[config.mk]
export PLATFORM = sky130hd
export DESIGN_NAME = bcr_queue
export DESIGN_NICKNAME = d
export VERILOG_FILES = /design/src/hdl/bcr_pkg.sv /design/src/hdl/bcr_queue.sv
export SDC_FILE = /design/constraint.sdc
export NUM_CORES = 1
export LEC_CHECK = 0
export BUFFER_PORTS_ARGS = -buffer_cell sky130_fd_sc_hd__buf_2
export CAP_MARGIN = 20
export CORE_MARGIN = 1.5
export CORE_UTILIZATION = 50
export DETAILED_ROUTE_END_ITERATION = 6
export PLACE_DENSITY_LB_ADDON = 0.15
export SETUP_SLACK_MARGIN = 0.2
export SYNTH_ARGS = -nofsm -noshare
export SYNTH_HDL_FRONTEND = slang
export SYNTH_SLANG_ARGS = --single-unit
[constraint.sdc]
create_clock -name clk -period 5.7 [get_ports clk]
set_input_delay 1.14 -clock clk [delete_from_list [all_inputs] [get_ports clk]]
set_output_delay 1.14 -clock clk [all_outputs]
set_load 0.02 [all_outputs]
[src/hdl/bcr_pkg.sv]
// Shared types and constants of the Big5 / CNS 11643 range converter.
`default_nettype none
package bcr_pkg;

    typedef enum logic [1:0] {
        OP_WRITE = 2'd0,
        OP_B2C   = 2'd1,
        OP_C2B   = 2'd2,
        OP_NONE  = 2'd3
    } op_t;

    typedef enum logic {
        CMD_FIXED  = 1'b0,
        CMD_SEARCH = 1'b1
    } cmd_kind_t;

    typedef enum logic [1:0] {
        CFG_B5L1 = 2'd0,
        CFG_B5L2 = 2'd1,
        CFG_CNS1 = 2'd2,
        CFG_CNS2 = 2'd3
    } cfg_idx_t;

    typedef enum logic [3:0] {
        B_IDLE,
        B_CHECK,
        B_CMP,
        B_MUL,
        B_ACC,
        B_DIV,
        B_FIX,
        B_SUM,
        B_RES
    } back_state_t;

    localparam logic [1:0] CS_ASCII = 2'd0;
    localparam logic [1:0] CS_BIG5  = 2'd1;
    localparam logic [1:0] CS_CNS1  = 2'd2;
    localparam logic [1:0] CS_CNS2  = 2'd3;

    localparam logic [1:0] TBL_B5L1 = 2'd0;
    localparam logic [1:0] TBL_B5L2 = 2'd1;
    localparam logic [1:0] TBL_CNS1 = 2'd2;
    localparam logic [1:0] TBL_CNS2 = 2'd3;

    localparam logic [15:0] MISS_CODE   = 16'h003F;
    localparam logic [15:0] BIG5_FLOOR  = 16'hA140;
    localparam logic [15:0] BIG5_LVL2   = 16'hC940;
    localparam logic [15:0] BIG5_FIXED  = 16'hC94A;
    localparam logic [15:0] CNS_FIXED   = 16'h4442;

    localparam logic [7:0] RADIX_BIG5  = 8'h9D;
    localparam logic [7:0] RADIX_CNS   = 8'h5E;
    localparam logic [7:0] BIG5_BIAS   = 8'h22;
    localparam logic [7:0] CNS_TRAIL0  = 8'h21;
    localparam logic [7:0] BIG5_HI_OFS = 8'h62;
    localparam logic [7:0] BIG5_LO_OFS = 8'h40;
    localparam logic [7:0] BIG5_LO_TOP = 8'h3E;
    localparam logic [7:0] BIG5_HI_LEAD = 8'hA1;

    // reciprocals for the constant dividers, scaled by 2^22
    localparam int RECIP_SHIFT = 22;
    localparam logic [15:0] RECIP_CNS  = 16'((1 << 22) / 94);
    localparam logic [15:0] RECIP_BIG5 = 16'((1 << 22) / 157);

    typedef struct packed {
        cmd_kind_t   kind;
        logic [1:0]  tbl;
        logic [5:0]  last;
        logic [15:0] code;
        logic [1:0]  cs_hit;
        logic        wr_en;
        logic [5:0]  wr_idx;
        logic [15:0] wr_start;
        logic [15:0] wr_peer;
        logic [15:0] fix_code;
        logic [1:0]  fix_cs;
    } cmd_t;

endpackage
`default_nettype wire

[src/hdl/bcr_queue.sv]
// Two-entry command queue between front end and back end.
`default_nettype none
module bcr_queue (
    input  wire logic          clk,
    input  wire logic          rst_n,
    input  wire logic          push,
    input  wire bcr_pkg::cmd_t push_cmd,
    output logic               full,
    input  wire logic          pop,
    output bcr_pkg::cmd_t      pop_cmd,
    output logic               empty
);
    import bcr_pkg::*;

    cmd_t       slot_reg [2];
    logic       wptr_reg, rptr_reg;
    logic [1:0] count_reg;

    assign full    = (count_reg == 2'd2);
    assign empty   = (count_reg == 2'd0);
    assign pop_cmd = slot_reg[rptr_reg];

    always_ff @(posedge clk)
    begin
        if (push)
        begin
            slot_reg[wptr_reg] <= push_cmd;
        end
    end

    always_ff @(posedge clk or negedge rst_n)
    begin
        if (!rst_n)
        begin
            wptr_reg  <= 1'b0;
            rptr_reg  <= 1'b0;
            count_reg <= 2'd0;
        end
        else
        begin
            if (push)
            begin
                wptr_reg <= !wptr_reg;
            end
            if (pop)
            begin
                rptr_reg <= !rptr_reg;
            end
            count_reg <= count_reg + 2'(push) - 2'(pop);
        end
    end
endmodule
`default_nettype wire

==> impl_metrics.csv <==
group,metric,value,unit
cts,cts.sinks,172,
finish,largest_reg_flops,168,
route,drt-pass1-iter-count,4,
cts,cts_buffers,17,
route,drc,0,
finish,n_antenna_cell,0,
route,postRouteWirelength,10400,µm
global_route,overflow,0,
global_route,track_usage,16.4,%
placed_design,io_buffers,173,
die,die_h,115,µm
finish,drive_gt1_share,50.8,%
cts,ctsLongestPathBuffers,2,
timing,fin_hold_ws,0.521,ns
route,avgViaCountPerCell,4.87,
timing,period_minus_slack,3.21,ns
global_route,grt_max_degree,55,
die,die_area,0.0132,mm²
timing,drv_slew,0,
worst_hold_path,hold_path_class,"in2async",
cts,cts_tree,"built",
setup_path,r2r.worst_path.cells,2,
timing,grt_setup_unrepaired,"false",
die,initial_core_util,51.7,%
setup_path,r2r_start,"wptr_reg$_DFFE_PN0P_",
route,dr.first_iter.drc_count,178,
timing,period_share,56.3,%
cts,cts_root_buffer,"clkbuf_16",
setup_path,critPathCaptureType,"output pin",
cts,cts.clk_slew.worst_paths,0.06,ns
synth,syn-num-nets,366,
global_route,grt_pass1_wl,15800,µm
cts,cts_resized,0,
die,core_area,0.0121,mm²
timing,worstMarginPinSlew,0.984,ns
setup_path,startpoint_type,"flip-flop",
power_and_ir_drop,power.leakage,0.00300,µW
power_and_ir_drop,power,4050,µW
synth,yosys_warnings,0,
cts,cts-htree-levels,4,
power_and_ir_drop,ir_worst_vdd,0.275,mV
finish,fin_nets,552,
route,ant_nets,0,
cts,clk_latency,0.41,ns
global_route,antenna_found_initial,0,
synth,syn_area,0.00627,mm²
cts,hold_buffers,0,
setup_path,crit_required,4.56,ns
finish,nFillCells,884,
run_status,status,"completed",
run,maxCapViolations,0,
synth,synth.distinct_cells,14,
cts,cts_setup_buffers,0,
timing,tns,0,ns
synth,ys_ff_latch,172,
power_and_ir_drop,power_density,514,mW/mm²
synth,yosysSeqAreaShare,82.1,%
setup_path,rr_endpoint,"slot_reg[1][80]$_DFFE_PP_",
route,wire_per_inst,16.2,µm
timing,skew,0.00422,ns
placed_design,gp_congestion,0.711,
setup_path,arrival,2.07,ns
timing,hold_violations,0,
finish,area.growth.synth_to_final,25.9,%
synth,syn_avg_cell_area,22.7,µm²
timing,max_freq,0.312,GHz
die,rows,40,
placed_design,hpwl,6610,µm
global_route,first_global_vias,3183,
die,fp.dieW,115,µm
timing,slew_headroom,34.3,%
route,vias,3126,
setup_path,ff2ff_setup_slack,3.72,ns
synth,syn_inst,276,
setup_path,path_class,"reg2out",
die,num_io_pins,174,
setup_path,cp_max_fo,54,
timing,setup_viol,0,
-- worst max-delay path: stages (launching register included) --
cell and delay [ns]:
dfrtp_4 0.74, buf_16 0.32, mux2_2 0.38, buf_2 0.16
-- how the worst max path moves through the flow --
stage | startpoint | to | slack (ns) | cells past startpoint
6_report | rptr_reg$_DFFE_PN0P_ | pop_cmd[3] | 2.49 | 3
5_1_grt | rptr_reg$_DFFE_PN0P_ | pop_cmd[64] | 2.39 | 3
4_1_cts | rptr_reg$_DFFE_PN0P_ | pop_cmd[15] | 2.46 | 3
3_5_place_dp | push | slot_reg[0][80]$_DFFE_PP_ | 2.81 | 3
3_3_place_gp | rptr_reg$_DFFE_PN0P_ | pop_cmd[14] | 2.70 | 2
2_1_floorplan | push | slot_reg[0][0]$_DFFE_PP_ | 0.35 | 1
-- power by group --
part           internal (µW)  switching, µW  leakage [µW]  total (µW)
sequential              1680            103       0.00162        1780
clock                    636            435      0.000266        1070
combinational            467            729       0.00111        1200
-- metrics by stage --
step	setup WS [ns]	cell area, µm²	cells	util (%)
2_1_floorplan	0.354	6270	276	-
3_3_place_gp	2.70	7300	610	60.3
3_5_place_dp	2.81	7330	611	60.5
4_1_cts	2.46	7890	642	65.1
5_1_grt	2.39	7890	642	65.1
6_report	2.49	7890	642	65.1
-- cells in the mapped netlist --
master	number	area [µm²]
edfxtp_1	168	5040
mux2_1	50	563
mux2_2	34	383
buf_6	5	56.3
dfrtp_1	4	100
buf_2	3	15.0
ha_1	2	25.0
inv_1	2	7.51
nor2b_1	2	12.5
xor2_1	2	17.5
and2_1	1	6.26
buf_4	1	7.51
nor2_1	1	3.75
xor3_1	1	23.8
-- cells by family (layout without fill, tap and decap cells) --
family	after synthesis	in the layout	synth area share (%)
buffers and inverters	11	209	1.38
XOR/XNOR	3	3	0.659
AND/OR/NAND/NOR	4	4	0.359
multiplexers	84	84	15.1
adder cells (fa/ha/maj)	2	2	0.399
flip-flops	172	172	82.1
-- layout by cell type, fill, tap and decap left out, types with 2 or more instances in the layout --
cell / n
clkinv_4: 2
edfxtp_1: 168
clkbuf_16: 17
mux2_1: 50
mux2_2: 34
buf_2: 173
clkinv_2: 4
dfrtp_1: 3
xor2_1: 2
clkinvlp_4: 3
bufinv_16: 2
ha_1: 2
clkinv_1: 2
inv_1: 2
-- area by class of cell --
cell class	count	area, µm²	area share, %
sequential	172	5150	65.3
multi-input combinational	93	1040	13.2
timing repair buffer	176	921	11.7
clock buffer	18	429	5.44
tap	168	210	2.66
clock inverter	13	128	1.62
inverter	2	7.51	0.0952
-- layer usage --
| metal | wire length [µm] | GRT usage [%] | up-vias |
|---|---|---|---|
| met5 | 0 | 0 | - |
| met2 | 5100 | 26.1 | 121 |
| met1 | 4170 | 19.5 | 1522 |
| met4 | 150 | 7.41 | 0 |
| met3 | 987 | 7.12 | 13 |
| li1 | - | - | 1470 |
No activity file was read; power rests on OpenSTA's default activity.
