==> src/hdl/bcr_pkg.sv <==
// Shared types and constants of the Big5 / CNS 11643 range converter.
`default_nettype none
package bcr_pkg;

    typedef enum logic [1:0] {
        OP_WRITE = 2'd0,
        OP_B2C   = 2'd1,
        OP_C2B   = 2'd2,
        OP_NONE  = 2'd3
    } op_t;

    typedef enum logic {
        CMD_FIXED  = 1'b0,
        CMD_SEARCH = 1'b1
    } cmd_kind_t;

    typedef enum logic [1:0] {
        CFG_B5L1 = 2'd0,
        CFG_B5L2 = 2'd1,
        CFG_CNS1 = 2'd2,
        CFG_CNS2 = 2'd3
    } cfg_idx_t;

    typedef enum logic [3:0] {
        B_IDLE,
        B_CHECK,
        B_CMP,
        B_MUL,
        B_ACC,
        B_DIV,
        B_FIX,
        B_SUM,
        B_RES
    } back_state_t;

    localparam logic [1:0] CS_ASCII = 2'd0;
    localparam logic [1:0] CS_BIG5  = 2'd1;
    localparam logic [1:0] CS_CNS1  = 2'd2;
    localparam logic [1:0] CS_CNS2  = 2'd3;

    localparam logic [1:0] TBL_B5L1 = 2'd0;
    localparam logic [1:0] TBL_B5L2 = 2'd1;
    localparam logic [1:0] TBL_CNS1 = 2'd2;
    localparam logic [1:0] TBL_CNS2 = 2'd3;

    localparam logic [15:0] MISS_CODE   = 16'h003F;
    localparam logic [15:0] BIG5_FLOOR  = 16'hA140;
    localparam logic [15:0] BIG5_LVL2   = 16'hC940;
    localparam logic [15:0] BIG5_FIXED  = 16'hC94A;
    localparam logic [15:0] CNS_FIXED   = 16'h4442;

    localparam logic [7:0] RADIX_BIG5  = 8'h9D;
    localparam logic [7:0] RADIX_CNS   = 8'h5E;
    localparam logic [7:0] BIG5_BIAS   = 8'h22;
    localparam logic [7:0] CNS_TRAIL0  = 8'h21;
    localparam logic [7:0] BIG5_HI_OFS = 8'h62;
    localparam logic [7:0] BIG5_LO_OFS = 8'h40;
    localparam logic [7:0] BIG5_LO_TOP = 8'h3E;
    localparam logic [7:0] BIG5_HI_LEAD = 8'hA1;

    // reciprocals for the constant dividers, scaled by 2^22
    localparam int RECIP_SHIFT = 22;
    localparam logic [15:0] RECIP_CNS  = 16'((1 << 22) / 94);
    localparam logic [15:0] RECIP_BIG5 = 16'((1 << 22) / 157);

    typedef struct packed {
        cmd_kind_t   kind;
        logic [1:0]  tbl;
        logic [5:0]  last;
        logic [15:0] code;
        logic [1:0]  cs_hit;
        logic        wr_en;
        logic [5:0]  wr_idx;
        logic [15:0] wr_start;
        logic [15:0] wr_peer;
        logic [15:0] fix_code;
        logic [1:0]  fix_cs;
    } cmd_t;

endpackage
`default_nettype wire

==> src/hdl/bcr_front.sv <==
// Front end: config registers, input beat acceptance and command classification.
`default_nettype none
module bcr_front #(
    parameter int TABLE_DEPTH = 64
) (
    input  wire logic         clk,
    input  wire logic         rst_n,
    input  wire logic         in_valid,
    output logic              in_stall,
    input  wire logic [1:0]   opcode,
    input  wire logic [1:0]   table_select,
    input  wire logic [5:0]   entry_index,
    input  wire logic [15:0]  entry_start,
    input  wire logic [15:0]  entry_peer,
    input  wire logic [15:0]  code,
    input  wire logic [1:0]   charset_in,
    input  wire logic         cfg_valid,
    output logic              cfg_ready,
    input  wire logic [1:0]   cfg_index,
    input  wire logic [5:0]   cfg_data,
    input  wire logic         q_full,
    output logic              q_push,
    output bcr_pkg::cmd_t     q_cmd
);
    import bcr_pkg::*;

    logic [5:0] b5l1_reg, b5l2_reg, cns1_reg, cns2_reg;

    assign cfg_ready = 1'b1;
    assign in_stall  = q_full;
    assign q_push    = in_valid && !q_full;

    always_ff @(posedge clk or negedge rst_n)
    begin
        if (!rst_n)
        begin
            b5l1_reg <= 6'd23;
            b5l2_reg <= 6'd46;
            cns1_reg <= 6'd24;
            cns2_reg <= 6'd47;
        end
        else if (cfg_valid && cfg_ready)
        begin
            unique case (cfg_idx_t'(cfg_index))
                CFG_B5L1: b5l1_reg <= cfg_data;
                CFG_B5L2: b5l2_reg <= cfg_data;
                CFG_CNS1: cns1_reg <= cfg_data;
                CFG_CNS2: cns2_reg <= cfg_data;
                default:  b5l1_reg <= b5l1_reg;
            endcase
        end
    end

    always_comb
    begin
        q_cmd          = '0;
        q_cmd.kind     = CMD_FIXED;
        q_cmd.code     = code;
        q_cmd.wr_idx   = entry_index;
        q_cmd.wr_start = entry_start;
        q_cmd.wr_peer  = entry_peer;
        q_cmd.fix_code = '0;
        q_cmd.fix_cs   = CS_ASCII;
        unique case (op_t'(opcode))
            OP_WRITE:
            begin
                q_cmd.tbl   = table_select;
                q_cmd.wr_en = (int'(entry_index) < TABLE_DEPTH);
            end
            OP_B2C:
            begin
                q_cmd.cs_hit = CS_CNS1;
                if (code < BIG5_LVL2)
                begin
                    q_cmd.kind = CMD_SEARCH;
                    q_cmd.tbl  = TBL_B5L1;
                    q_cmd.last = b5l1_reg;
                end
                else if (code == BIG5_FIXED)
                begin
                    q_cmd.fix_code = CNS_FIXED;
                    q_cmd.fix_cs   = CS_CNS1;
                end
                else
                begin
                    q_cmd.kind   = CMD_SEARCH;
                    q_cmd.tbl    = TBL_B5L2;
                    q_cmd.last   = b5l2_reg;
                    q_cmd.cs_hit = CS_CNS2;
                end
            end
            OP_C2B:
            begin
                q_cmd.cs_hit = CS_BIG5;
                if (charset_in == 2'd0)
                begin
                    q_cmd.kind = CMD_SEARCH;
                    q_cmd.tbl  = TBL_CNS1;
                    q_cmd.last = cns1_reg;
                end
                else if (charset_in == 2'd1)
                begin
                    q_cmd.kind = CMD_SEARCH;
                    q_cmd.tbl  = TBL_CNS2;
                    q_cmd.last = cns2_reg;
                end
                else
                begin
                    q_cmd.fix_code = MISS_CODE;
                end
            end
            default:
            begin
                q_cmd.fix_code = '0;
            end
        endcase
    end
endmodule
`default_nettype wire

==> config.mk <==
export PLATFORM = sky130hd
export DESIGN_NAME = bcr_front
export DESIGN_NICKNAME = d
export VERILOG_FILES = /design/src/hdl/bcr_pkg.sv /design/src/hdl/bcr_front.sv
export SDC_FILE = /design/constraint.sdc
export NUM_CORES = 1
export LEC_CHECK = 0
export ABC_AREA = 1
export BUFFER_PORTS_ARGS = -buffer_cell sky130_fd_sc_hd__buf_2
export CORE_AREA = 2 2 78 80
export DETAILED_ROUTE_END_ITERATION = 10
export DIE_AREA = 0 0 80 82
export HOLD_SLACK_MARGIN = 0.06
export PLACE_DENSITY = 0.76
export SLEW_MARGIN = 10
export SYNTH_ARGS = -nofsm -noshare
export SYNTH_HDL_FRONTEND = slang
export SYNTH_SLANG_ARGS = --single-unit
==> constraint.sdc <==
create_clock -name clk -period 1 [get_ports clk]
set_input_delay 0.05 -clock clk [delete_from_list [all_inputs] [get_ports clk]]
set_output_delay 0.05 -clock clk [all_outputs]
set_load 0.1 [all_outputs]
==> flow_summary.yaml <==
routing:
  drc: 0
  vias_per_cell: 4.536
  antenna_left: 0
  drt_iter0_markers: 89
  wl_per_cell_microns: 12.91
  routed_wl_microns: 4868
  num_vias: 1710
  firstDrtPassIters: 4
clock_tree:
  h-tree-depth: 1
  clkSinkCount: 24
  cts_tree: "yes"
  clk_path_buf_depth: 2
  numCtsBuffers: 3
  clk_latency_ns: 0.27
  clkTransAtPathRegs_ns: 0.08
  clockRootBuffer: "clkbuf_8"
setup_path:
  path_delay_family: "flip-flops"
  crit_fanout: 2
  cp.arrival_ns: 1.48
  path_buf_inv: 2
  critPathKind: "reg2out"
  critPathMaxStageDelay_ns: 0.55
  rrSetupSlack_ns: 0.07
  critPathSlowestCell: "dfstp_2"
  startpoint_type: "flip-flop"
  worstSetupEndpointType: "output pin"
  cp.required_ns: 0.95
  crit_chain: "nor2_2, nor2_1, o21ai_1, nand2_1, inv_2, a21oi_4, buf_12"
floorplan:
  rows: 28
  initial_core_util: 0.3456
  die_w_microns: 80
  chipHeight_microns: 82
  die_area_sq_um: 6560
  pin_count: 160
  coreArea_sq_um: 5746
sta:
  achievable-frequency_mhz: 655.2
  rsz0062_at_grt: "yes"
  finalCriticalPeriod_ns: 1.526
  hold_violations: 0
  setup_viol_count_final: 19
  tightest_slew_ns: 0.5065
  post-route-period-util: 1.526
  layout_setup_ws_ns: -0.5263
  maxSlewHeadroom: 0.6623
  drv_slew: 0
  skew_ns: 0
placement:
  dpl.hpwl_microns: 3802
  io_buffers: 74
  gp_congestion: 0.7979
  place_ws_ns: -0.4156
  place_inst: 361
yosys:
  synth-seq-cells: 24
  ys_types: 25
  postSynthCellCount: 264
  synth_area_sq_um: 1986
  synth_area_per_cell_sq_um: 7.521
  yosysWarnings: 0
  yosysSeqAreaShare: 0.3119
final_layout:
  final_cells: 377
  area_growth_pct: 52.55
  final_util: 0.5272
  fill_cells: 524
  layout.nets: 380
  layout_commonest_cell: "buf_2"
  layout-drive-gt1-share: 0.5960
  mostFrequentLayoutCells: "42 x buf_2, 39 x nand2_1, 27 x buf_12, 24 x o21ai_0, 19 x buf_4"
  num_antenna_cells: 0
pwr:
  cellLeakagePower_nw: 1.377
  power.density_nw_per_um2: 1261
  ir_drop_mv: 1.054
worst_hold_path:
  hp-class: "in2reg"
global_routing:
  track_usage: 0.1502
  antenna_found_initial: 0
  grt_pass1_wl_microns: 7803
  grt_pass1_vias: 1751
  grt_max_degree: 25
  grt.overflow.total: 0
flow_run:
  cap_violations: 0
status:
  status: "complete, but fails checks"
  violations: "setup timing"
## cells in the mapped netlist (all sizes together)
library cell  count  area, sq um
nand2            62        247.7
buf              72        541.8
a21oi             5        25.02
dfrtp             9        225.2
inv              25        93.84
a32oi             5        43.79
nand4             2        12.51
ha                4        50.05
clkbuf            4        15.01
o21ai            32        160.1
nor2             16        80.08
or2               1        6.260
conb              2        7.510
dfstp            15        394.1
nand3             9        62.56
nand3b            1        20.02
## path summary, 6_finish.rpt
check,cells after the start,end,startpoint
setup / recovery,7,q_cmd[75],cns2_reg[0]$_DFFE_PN1P_
hold / removal,3,cns1_reg[4]$_DFFE_PN1P_,cfg_data[4]
setup reg to reg,4,cns1_reg[4]$_DFFE_PN1P_,cns1_reg[4]$_DFFE_PN1P_
hold reg to reg,2,b5l1_reg[0]$_DFFE_PN1P_,b5l1_reg[0]$_DFFE_PN1P_
max in group asynchronous,2,b5l2_reg[3]$_DFFE_PN1P_,rst_n
min in group asynchronous,2,cns1_reg[5]$_DFFE_PN0P_,rst_n
## layer usage
layer / GRT usage / vias to the layer above / routed length [microns]
met1: 0.1640 / 799 / 1782
met4: 0.07797 / 0 / 95
met2: 0.2775 / 67 / 2662
met5: 0 / - / 0
li1: - / 832 / -
met3: 0.02637 / 12 / 326
## worst reg2reg max path, delay by kind of cell (launching register included)
family / cells / cell delay, ns
AOI/OAI and AO/OA: 1 / 0.08
buffers and inverters: 2 / 0.20
DFF: 1 / 0.54
and+or+nand+nor: 1 / 0.04
## where the power goes
group          leakage (nW)  internal [W]  switching, W
Combinational          1.07      0.000524       0.00114
Clock                0.0357      0.000536      0.000308
Sequential            0.269       0.00120      0.000116
## what timing repair did
action / in CTS / in global routing
pin swaps: 16 / 17
buffers inserted: 7 / 4
endpoints found under the setup margin: 20 / 20
endpoints found under the hold margin: 11 / 0
hold buffers: 2 / 0
resized for setup: 42 / 25
## cell type report
type                            instances  area (sq um)  share of cell area
Clock buffer                            3         41.29             0.01363
Tap cell                               75         93.84             0.03098
Multi-Input combinational cell        146          1056              0.3486
Clock inverter                          1         30.03            0.009913
Sequential cell                        24         619.3              0.2045
Inverter                               25         125.1             0.04131
Timing Repair Buffer                  103          1064              0.3511
## cell families (layout without fill, tap and decap cells)
family          Yosys count  in the layout  share of synthesized area
other cells               2              9                   0.003782
fa+ha+maj                 4              4                    0.02521
compound gates           42             42                     0.1153
flops                    24             24                     0.3119
simple gates             91             91                     0.2161
buf+inv                 101            132                     0.3277
## stage by stage
stage               cell area, sq um  total power (W)  TNS (ns)  hold WS (ns)
floorplan                       2344         0.003191    -8.209       -0.2456
global placement                2658         0.002806    -6.061       0.03769
detailed placement              2658         0.002846    -6.478       0.04681
CTS                             2927         0.003786    -5.031       0.06251
global route                    3029         0.003983    -5.778       0.06831
finish                          3029         0.003821    -4.836       0.05914
Note: power is estimated with default switching activity, not from simulation.
